## src/sv/x86_64_page_table_walker_assert.svh

```systemverilog
// ----------------------------------------------------------------------------
// x86_64_page_table_walker_assert.svh
// Assertion macros for the page table walker. Define NO_ASSERTIONS to drop
// every check from the build.
// ----------------------------------------------------------------------------
`ifndef X86_64_PAGE_TABLE_WALKER_ASSERT_SVH
`define X86_64_PAGE_TABLE_WALKER_ASSERT_SVH

`ifndef NO_ASSERTIONS

// Same-cycle implication, disabled in reset
`define PTW_ASSERT_NOW(label, clk, rst_n, ante, cons) \
  label: assert property (@(posedge clk) disable iff (!rst_n) (ante) |-> (cons)) \
    else $error("page table walker: same-cycle check failed");

// Next-cycle implication, disabled in reset
`define PTW_ASSERT_NEXT(label, clk, rst_n, ante, cons) \
  label: assert property (@(posedge clk) disable iff (!rst_n) (ante) |=> (cons)) \
    else $error("page table walker: next-cycle check failed");

`else

`define PTW_ASSERT_NOW(label, clk, rst_n, ante, cons)
`define PTW_ASSERT_NEXT(label, clk, rst_n, ante, cons)

`endif

`endif

```

## src/sv/ptw_pkg.sv

```systemverilog
// ----------------------------------------------------------------------------
// ptw_pkg
// Types, codes and helpers shared by the four-level page table walker.
// ----------------------------------------------------------------------------
`timescale 1ns / 1ps

package ptw_pkg;

  // Implemented physical address width (36..52)
  localparam int unsigned PHYS_ADDR_BITS = 48;

  localparam logic [63:0] FRAME_MASK =
    ((64'd1 << PHYS_ADDR_BITS) - 64'd1) & ~64'hFFF;
  localparam logic [63:0] MASK_1G = 64'h3FFF_FFFF;
  localparam logic [63:0] MASK_2M = 64'h1F_FFFF;
  localparam logic [63:0] MASK_4K = 64'hFFF;

  // Entry bit positions
  localparam int unsigned ENT_PRESENT = 0;
  localparam int unsigned ENT_PS_BIT  = 7;

  // Word kinds on the input channel
  typedef enum logic {
    KIND_REQUEST = 1'b0,
    KIND_ENTRY   = 1'b1
  } kind_t;

  // Result status codes
  typedef enum logic [1:0] {
    ST_READ       = 2'd0,
    ST_DONE       = 2'd1,
    ST_FAULT      = 2'd2,
    ST_UNEXPECTED = 2'd3
  } status_t;

  // Table levels
  localparam logic [1:0] LVL_PML4 = 2'd0;
  localparam logic [1:0] LVL_PDPT = 2'd1;
  localparam logic [1:0] LVL_PD   = 2'd2;
  localparam logic [1:0] LVL_PT   = 2'd3;

  // Page size codes
  localparam logic [1:0] PS_4K = 2'd0;
  localparam logic [1:0] PS_2M = 2'd1;
  localparam logic [1:0] PS_1G = 2'd2;

  typedef struct packed {
    kind_t        kind;
    logic [47:0]  vaddr;
    logic [51:0]  directory_base;
    logic [63:0]  table_entry;
  } in_word_t;

  typedef struct packed {
    status_t      status;
    logic [47:0]  read_address;
    logic [47:0]  paddr;
    logic [1:0]   map_size;
    logic [1:0]   fault_level;
  } out_word_t;

  // Walk state carried between words
  typedef struct packed {
    logic         active;
    logic [1:0]   level;
    logic [47:0]  held;
  } walk_state_t;

  // Byte offset of the entry for a level inside its 4 KiB table
  function automatic logic [11:0] entry_offset(input logic [47:0] va,
                                               input logic [1:0] level);
    logic [8:0] idx;
    unique case (level)
      LVL_PML4: idx = va[47:39];
      LVL_PDPT: idx = va[38:30];
      LVL_PD:   idx = va[29:21];
      default:  idx = va[20:12];
    endcase
    return {idx, 3'b000};
  endfunction

endpackage

```

## src/sv/x86_64_page_table_walker.sv

```systemverilog
// ----------------------------------------------------------------------------
// x86_64_page_table_walker
// Four-level x86-64 page table walker: turns translate requests and returned
// table entries into entry read requests, translations, faults or unexpected-word codes.
// ----------------------------------------------------------------------------
//   Channel  Ports                          Word
//   input    in_valid / in_ready / in_data   request or returned entry
//   output   out_valid / out_ready / out_data status and addresses
//
// Each accepted word yields one result word in the next cycle, from the output
// register. A word can be taken every cycle while out_ready is high; the single
// output register decides the rate. While the output word stalls, in_ready drops
// and nothing moves. Reset clears the walk state (idle) and the output valid.
// ----------------------------------------------------------------------------
`timescale 1ns / 1ps

`include "x86_64_page_table_walker_assert.svh"

module x86_64_page_table_walker (
  input  logic                clk,
  input  logic                rst_n,
  input  logic                in_valid,
  output logic                in_ready,
  input  ptw_pkg::in_word_t   in_data,
  output logic                out_valid,
  input  logic                out_ready,
  output ptw_pkg::out_word_t  out_data
);

  ptw_pkg::walk_state_t state_r;
  ptw_pkg::walk_state_t state_nxt;
  ptw_pkg::out_word_t   res_nxt;
  ptw_pkg::out_word_t   out_data_r;
  logic                 out_valid_r;
  logic                 in_fire;

  // Accept while the output register is empty or draining
  assign in_ready  = !out_valid_r || out_ready;
  assign in_fire   = in_valid && in_ready;
  assign out_valid = out_valid_r;
  assign out_data  = out_data_r;

  ptw_step u_step (
    .word_i  (in_data),
    .state_i (state_r),
    .res_o   (res_nxt),
    .state_o (state_nxt)
  );

  // Advance walk state on each accepted word
  always_ff @(posedge clk) begin
    if (!rst_n) begin
      state_r <= '0;
    end else if (in_fire) begin
      state_r <= state_nxt;
    end
  end

  // Hold or refill the output register
  always_ff @(posedge clk) begin
    if (!rst_n) begin
      out_valid_r <= 1'b0;
    end else if (in_fire) begin
      out_valid_r <= 1'b1;
    end else if (out_ready) begin
      out_valid_r <= 1'b0;
    end
  end

  always_ff @(posedge clk) begin
    if (in_fire) begin
      out_data_r <= res_nxt;
    end
  end

  `PTW_ASSERT_NEXT(a_walk_ends, clk, rst_n,
    in_fire && (res_nxt.status == ptw_pkg::ST_DONE || res_nxt.status == ptw_pkg::ST_FAULT),
    !state_r.active)
  `PTW_ASSERT_NEXT(a_read_keeps_walk, clk, rst_n,
    in_fire && res_nxt.status == ptw_pkg::ST_READ, state_r.active)
  `PTW_ASSERT_NEXT(a_unexpected_no_change, clk, rst_n,
    in_fire && res_nxt.status == ptw_pkg::ST_UNEXPECTED, $stable(state_r))
  `PTW_ASSERT_NOW(a_read_addr_only_on_read, clk, rst_n,
    out_valid_r && out_data_r.status != ptw_pkg::ST_READ, out_data_r.read_address == 48'd0)

endmodule

```

## src/sv/ptw_step.sv

```systemverilog
// ----------------------------------------------------------------------------
// ptw_step
// One walk step: checks a request or a returned entry against the walk state
// and forms the result word and the next state. Purely combinational.
// ----------------------------------------------------------------------------
`timescale 1ns / 1ps

module ptw_step (
  input  ptw_pkg::in_word_t     word_i,
  input  ptw_pkg::walk_state_t  state_i,
  output ptw_pkg::out_word_t    res_o,
  output ptw_pkg::walk_state_t  state_o
);

  logic [63:0] cr3_frame;
  logic [63:0] frame;
  logic [63:0] held_ext;
  logic [63:0] addr;
  logic [1:0]  level_inc;
  logic        present;
  logic        big;

  assign cr3_frame = {12'd0, word_i.directory_base} & ptw_pkg::FRAME_MASK;
  assign frame     = word_i.table_entry & ptw_pkg::FRAME_MASK;
  assign held_ext  = {16'd0, state_i.held};
  assign level_inc = state_i.level + 2'd1;
  assign present   = word_i.table_entry[ptw_pkg::ENT_PRESENT];
  assign big       = word_i.table_entry[ptw_pkg::ENT_PS_BIT];

  // Decide the step outcome; order of checks follows the walk rules
  always_comb begin
    res_o   = '0;
    state_o = state_i;
    addr    = '0;
    if (word_i.kind == ptw_pkg::KIND_REQUEST) begin
      if (state_i.active) begin
        res_o.status = ptw_pkg::ST_UNEXPECTED;
      end else begin
        addr = cr3_frame + {52'd0,
               ptw_pkg::entry_offset(word_i.vaddr, ptw_pkg::LVL_PML4)};
        res_o.status       = ptw_pkg::ST_READ;
        res_o.read_address = addr[47:0];
        state_o.active     = 1'b1;
        state_o.level      = ptw_pkg::LVL_PML4;
        state_o.held       = word_i.vaddr;
      end
    end else if (!state_i.active) begin
      res_o.status = ptw_pkg::ST_UNEXPECTED;
    end else if (!present) begin
      res_o.status      = ptw_pkg::ST_FAULT;
      res_o.fault_level = state_i.level;
      state_o.active    = 1'b0;
      state_o.level     = ptw_pkg::LVL_PML4;
    end else if (state_i.level == ptw_pkg::LVL_PDPT && big) begin
      addr = (frame & ~ptw_pkg::MASK_1G) | (held_ext & ptw_pkg::MASK_1G);
      res_o.status   = ptw_pkg::ST_DONE;
      res_o.paddr    = addr[47:0];
      res_o.map_size = ptw_pkg::PS_1G;
      state_o.active = 1'b0;
      state_o.level  = ptw_pkg::LVL_PML4;
    end else if (state_i.level == ptw_pkg::LVL_PD && big) begin
      addr = (frame & ~ptw_pkg::MASK_2M) | (held_ext & ptw_pkg::MASK_2M);
      res_o.status   = ptw_pkg::ST_DONE;
      res_o.paddr    = addr[47:0];
      res_o.map_size = ptw_pkg::PS_2M;
      state_o.active = 1'b0;
      state_o.level  = ptw_pkg::LVL_PML4;
    end else if (state_i.level == ptw_pkg::LVL_PT) begin
      addr = frame | (held_ext & ptw_pkg::MASK_4K);
      res_o.status   = ptw_pkg::ST_DONE;
      res_o.paddr    = addr[47:0];
      res_o.map_size = ptw_pkg::PS_4K;
      state_o.active = 1'b0;
      state_o.level  = ptw_pkg::LVL_PML4;
    end else begin
      // Descend one level
      addr = frame + {52'd0, ptw_pkg::entry_offset(state_i.held, level_inc)};
      res_o.status       = ptw_pkg::ST_READ;
      res_o.read_address = addr[47:0];
      state_o.level      = level_inc;
    end
  end

endmodule
```

## config.mk

```make
export PLATFORM = sky130hd
export DESIGN_NAME = x86_64_page_table_walker
export DESIGN_NICKNAME = d
export VERILOG_FILES = /design/src/sv/ptw_pkg.sv /design/src/sv/x86_64_page_table_walker.sv /design/src/sv/ptw_step.sv
export VERILOG_INCLUDE_DIRS = /design/src /design/src/sv
export SDC_FILE = /design/constraint.sdc
export NUM_CORES = 1
export LEC_CHECK = 0
export ABC_CLOCK_PERIOD_IN_PS = 4080
export BUFFER_PORTS_ARGS = -buffer_cell sky130_fd_sc_hd__buf_2
export CAP_MARGIN = 20
export CORE_MARGIN = 2
export CORE_UTILIZATION = 25
export CTS_CLUSTER_DIAMETER = 100
export DETAILED_ROUTE_END_ITERATION = 10
export SYNTH_ARGS = -nofsm -noshare
export SYNTH_HDL_FRONTEND = slang
export SYNTH_SLANG_ARGS = --single-unit
```

## constraint.sdc

```tcl
create_clock -name clk -period 4.08 [get_ports clk]
set_clock_uncertainty 0.2 [all_clocks]
set_input_delay 0.816 -clock clk [delete_from_list [all_inputs] [get_ports clk]]
set_output_delay 0.816 -clock clk [all_outputs]
set_load 0.05 [all_outputs]
```

-- Yosys cells after proc, flatten, opt, wreduce, memory -nomap -nowiden
Cells that the tools add are included.
- $add $sub $neg: 3
- equal/unequal tests: 7
- mux-type cells: 36
- bitwise gates (word level): 6
- reductions and logical operators: 12
- operators with widths (cell ; count):
    50-bit two-way mux ; 5
    48-bit two-way mux ; 4
    100-bit two-way mux ; 1
    98-bit two-way mux ; 1
    48-bit by 12-bit adder with 48-bit output ; 2
    9-bit two-way mux ; 8
    48-bit by 12-bit bitwise OR with 48-bit output ; 1
    48-bit by 21-bit bitwise OR with 48-bit output ; 1
    48-bit by 30-bit bitwise OR with 48-bit output ; 1
    9-bit case mux with 3 select lines ; 1
    3-bit two-way mux ; 5
    2-bit two-way mux ; 7
    3-bit AND reduction ; 3
    2-bit equality test (second input constant) ; 3
    2-bit by 1-bit equality test with 1-bit output (second input constant) ; 2
    1-bit two-way mux ; 4
    4-bit OR reduction ; 1
    1-bit logical AND ; 3
    1-bit NOT ; 3
    3-bit OR reduction ; 1
    2-bit by 1-bit adder with 2-bit output (second input constant) ; 1
    2-bit logical NOT ; 1
    2-bit by 1-bit inequality test with 1-bit output (second input constant) ; 1
    2-bit inequality test (second input constant) ; 1
    3 further kinds ; 3
- register bits: 154
- bits of input ports: 169
- output and inout port bits: 104
- logic and storage cells: 74

-- Depth between registers and ports, before layout
- depth in word-level cells: 16
- depth in mapped cells: 7
- gate-level depth less buffers: 5

-- Hierarchy
A second synthesis with hierarchy kept.
- cell total of the unflattened synthesis: 611
- area total of the unflattened synthesis: 7239.4 µm²
- modules (own cells, without submodules) (module ; times used ; cells an instance ; area each (µm²) ; sequential area each (µm²)):
    x86_64_page_table_walker ; 1 ; 328 ; 5200.0 ; 4103.9
    ptw_step ; 1 ; 283 ; 2039.5 ; 0.0

-- Worst setup path before layout
Ideal clock, no wire load.
- kind: input to register
- start point: input in_valid
- end point: register state_r[50] in the netlist's numbering
- setup time: 244 ps
- data arrival time: 3510 ps
- data required time: 3636 ps
- setup slack: 125 ps
- stages on the path: 5
- buffers on the path: 2
- path through: buf_2 -> clkbuf_1 -> nand2_1 -> inv_1 -> a311oi_1
- word-level cells in the longest chain between the ends: 1
- RTL lines (what ; RTL line ; source):
    start, declared ; x86_64_page_table_walker.sv:22 ; input logic in_valid,
    1-bit logical AND ; x86_64_page_table_walker.sv:39 ; assign in_fire = in_valid && in_ready;
    via in_fire ; x86_64_page_table_walker.sv:35 ; logic in_fire;
    end signal, assigned ; x86_64_page_table_walker.sv:55 ; state_r <= state_nxt;
    end, declared ; x86_64_page_table_walker.sv:30 ; ptw_pkg::walk_state_t state_r;
The timed path passes the listed nets, and every way through them passes these cells.
A chain may end at the register's enable or synchronous reset.

==> flow_summary.toml <==
[status]
run_status = "completed"

[routing]
drtIter0Drc = 441
dr_total_vias = 5608
routedWlPerCell_um = 18.6
vias_per_cell = 4.95
final_antenna_net_count = 0
routed_wl_mm = 21.1
first_pass_iters = 5
drt_drc_violations_left = 0

[layout]
nFillCells = 2674
syn2layout_area_growth_pct = 30.1
layout_commonest_cell = "buf_2"
final_cell_mix = "buf_2 (227), edfxtp_1 (99), a21oi_1 (87), dfxtp_1 (52)"
finalInstanceArea_um2 = 8630
final_nets = 954
drive_above_1_share_pct = 35.4

[flow_run]
max-cap-violations = 0

[logic_synthesis]
syn_area_um2 = 6640
syn_area_per_cell_um2 = 11.4
ys_warn_count = 0
seq_area_frac_synth_pct = 60.5
netlist_instances = 580
synth_seq_cells = 151
synthArstFlopShare_pct = 0
synth_edf_count = 99
ys.flop_type = "edfxtp_1"
synth.distinct_cells = 37

[critical_path]
worstPathMaxFanout = 15
crit_slowest_cell = "nor3_4"
arrival_ns = 2.97
max_stage_delay_ns = 0.65
critPathKind = "reg -> reg"
end_kind = "flip-flop"
crit_chain = "inv_1 > ha_1 > o21a_1 > nor3_4 > buf_4 > a22o_1"
critical-path-top-delay-family = "simple AND/OR/NAND/NOR gates"
worstPathRequired_ns = 4.17
critPathLaunchType = "flip-flop"
critPathBufInv = 2

[placed_design]
gp_congestion = 0.798
portBuffers = 227
dp_slack_ns = 1.20
placed_area_um2 = 8040
post-dp-hpwl_mm = 14.6

[clock_network]
clkLatencyLatePin_ns = 0.43
htreeDepth = 4
post_cts_buffers = 0
clock-root-buffer = "clkbuf_16"
path_clk_slew_ns = 0.06
tritoncts = "done"
cts_resized = 0
cts_sinks = 151
ctsLongestPathBuffers = 2
cts_hold_buf = 0
cts_buffers = 17

[sta]
fmax_mhz = 348
relSlewSlack_pct = 40.4
fin_crit_sh_pct = 70.5
setup_slack_ns = 1.20
hold_viol_final = 0
final_max_slew_viol_count = 0
finalSetupViolations = 0
max_slew.worst_pin.slew_ns = 0.895
setup-tns-final_ns = 0
finalCriticalPeriod_ns = 2.88
rsz0062_at_grt = "no"

[floorplanning]
die_y_um = 167
core_area_um2 = 26100
rows = 59
dieArea_um2 = 27900
io_pins = 273
start_util_pct = 25.5
die_x_um = 167

[global_routing]
grt-ovfl-total = 0
grt_pass1_wl_mm = 31.7
grt_use_total_pct = 14.6
antenna_found_initial = 12
grt_max_degree = 52
grt_pass1_vias = 5379

[pwr]
peakVddDrop_v = 0.000245
power_density_nw_per_um2 = 445
totalPowerFinal_mw = 3.84
power_leakage_nw = 3.43

[worst_hold_path]
worst_hold_path_type = "reg -> reg"
## where the power goes
group          internal [mW]  total [mW]  switching [mW]
combinational          0.145       0.555           0.410
sequential              1.72        1.75          0.0309
clock                  0.896        1.54           0.644
## kinds of logic after synthesis
| logic type | after synthesis | synth area share [%] |
|---|---|---|
| buffers and inverters | 77 | 5.17 |
| AND/OR/NAND/NOR | 145 | 12.5 |
| other | 1 | 0.0565 |
| adder cells (fa/ha/maj) | 8 | 1.51 |
| flip-flops | 151 | 60.5 |
| AO/OA/AOI/OAI | 198 | 20.2 |
## path summary, 6_finish.rpt
kind	start	endpoint	slack (ns)	cells after the start
setup reg to reg	state_r[49]	out_data[76]	1.20	6
setup / recovery	state_r[49]	out_data[76]	1.20	6
hold / removal	state_r[2]	state_r[2]	0.27	2
hold reg to reg	state_r[2]	state_r[2]	0.27	2
## state kept, by name, indices dropped and copies added, names as in the netlist
signal,count
out_valid,1
out_data,99
state_r,51
## routing by layer
metal  up-vias  GRT usage (%)  part of all wire, %
met5         -              0                 0.28
met3        35           4.71                  6.7
met4        10           5.47                  2.2
li1       2675              -                    -
met1      2697           18.5                   43
met2       191           23.3                   48
## synthesized netlist by cell type (10+ instances only)
library cell  count  area [um2]
and3_1           31         194
nand2_1          22        82.6
nand4_1          48         300
dfxtp_1          52        1040
nand3_1          20         100
buf_2            19        95.1
clkbuf_1         36         135
o31ai_1          48         360
a21oi_1          87         435
nor2b_1          10        62.6
edfxtp_1         99        2970
a22o_1           27         236
a32o_1           18         180
## worst reg2reg max path, cell delays in order, from the launching register on
cell,delay (ns)
dfxtp_1,0.44
inv_1,0.12
ha_1,0.40
o21a_1,0.44
nor3_4,0.65
buf_4,0.33
a22o_1,0.17
## through the flow
stage                     cells  utilization (%)  hold slack (ns)
after global placement     1092             30.9            0.253
final                      1132             33.1            0.265
after detailed placement   1092             30.9            0.256
after floorplan             582                -            0.244
after CTS                  1124             33.0            0.266
after global routing       1129             33.1            0.292
## final cells by class
type / instances / area, um2 / area share, %
multi-input combinational: 354 / 2300 / 26.7
sequential: 151 / 4010 / 46.5
inverter: 9 / 36.3 / 0.420
antenna: 7 / 17.5 / 0.203
tap: 335 / 419 / 4.85
timing repair buffer: 244 / 1280 / 14.8
clock buffer: 19 / 433 / 5.01
clock inverter: 13 / 131 / 1.52
No activity file was read; power rests on OpenSTA's default activity.
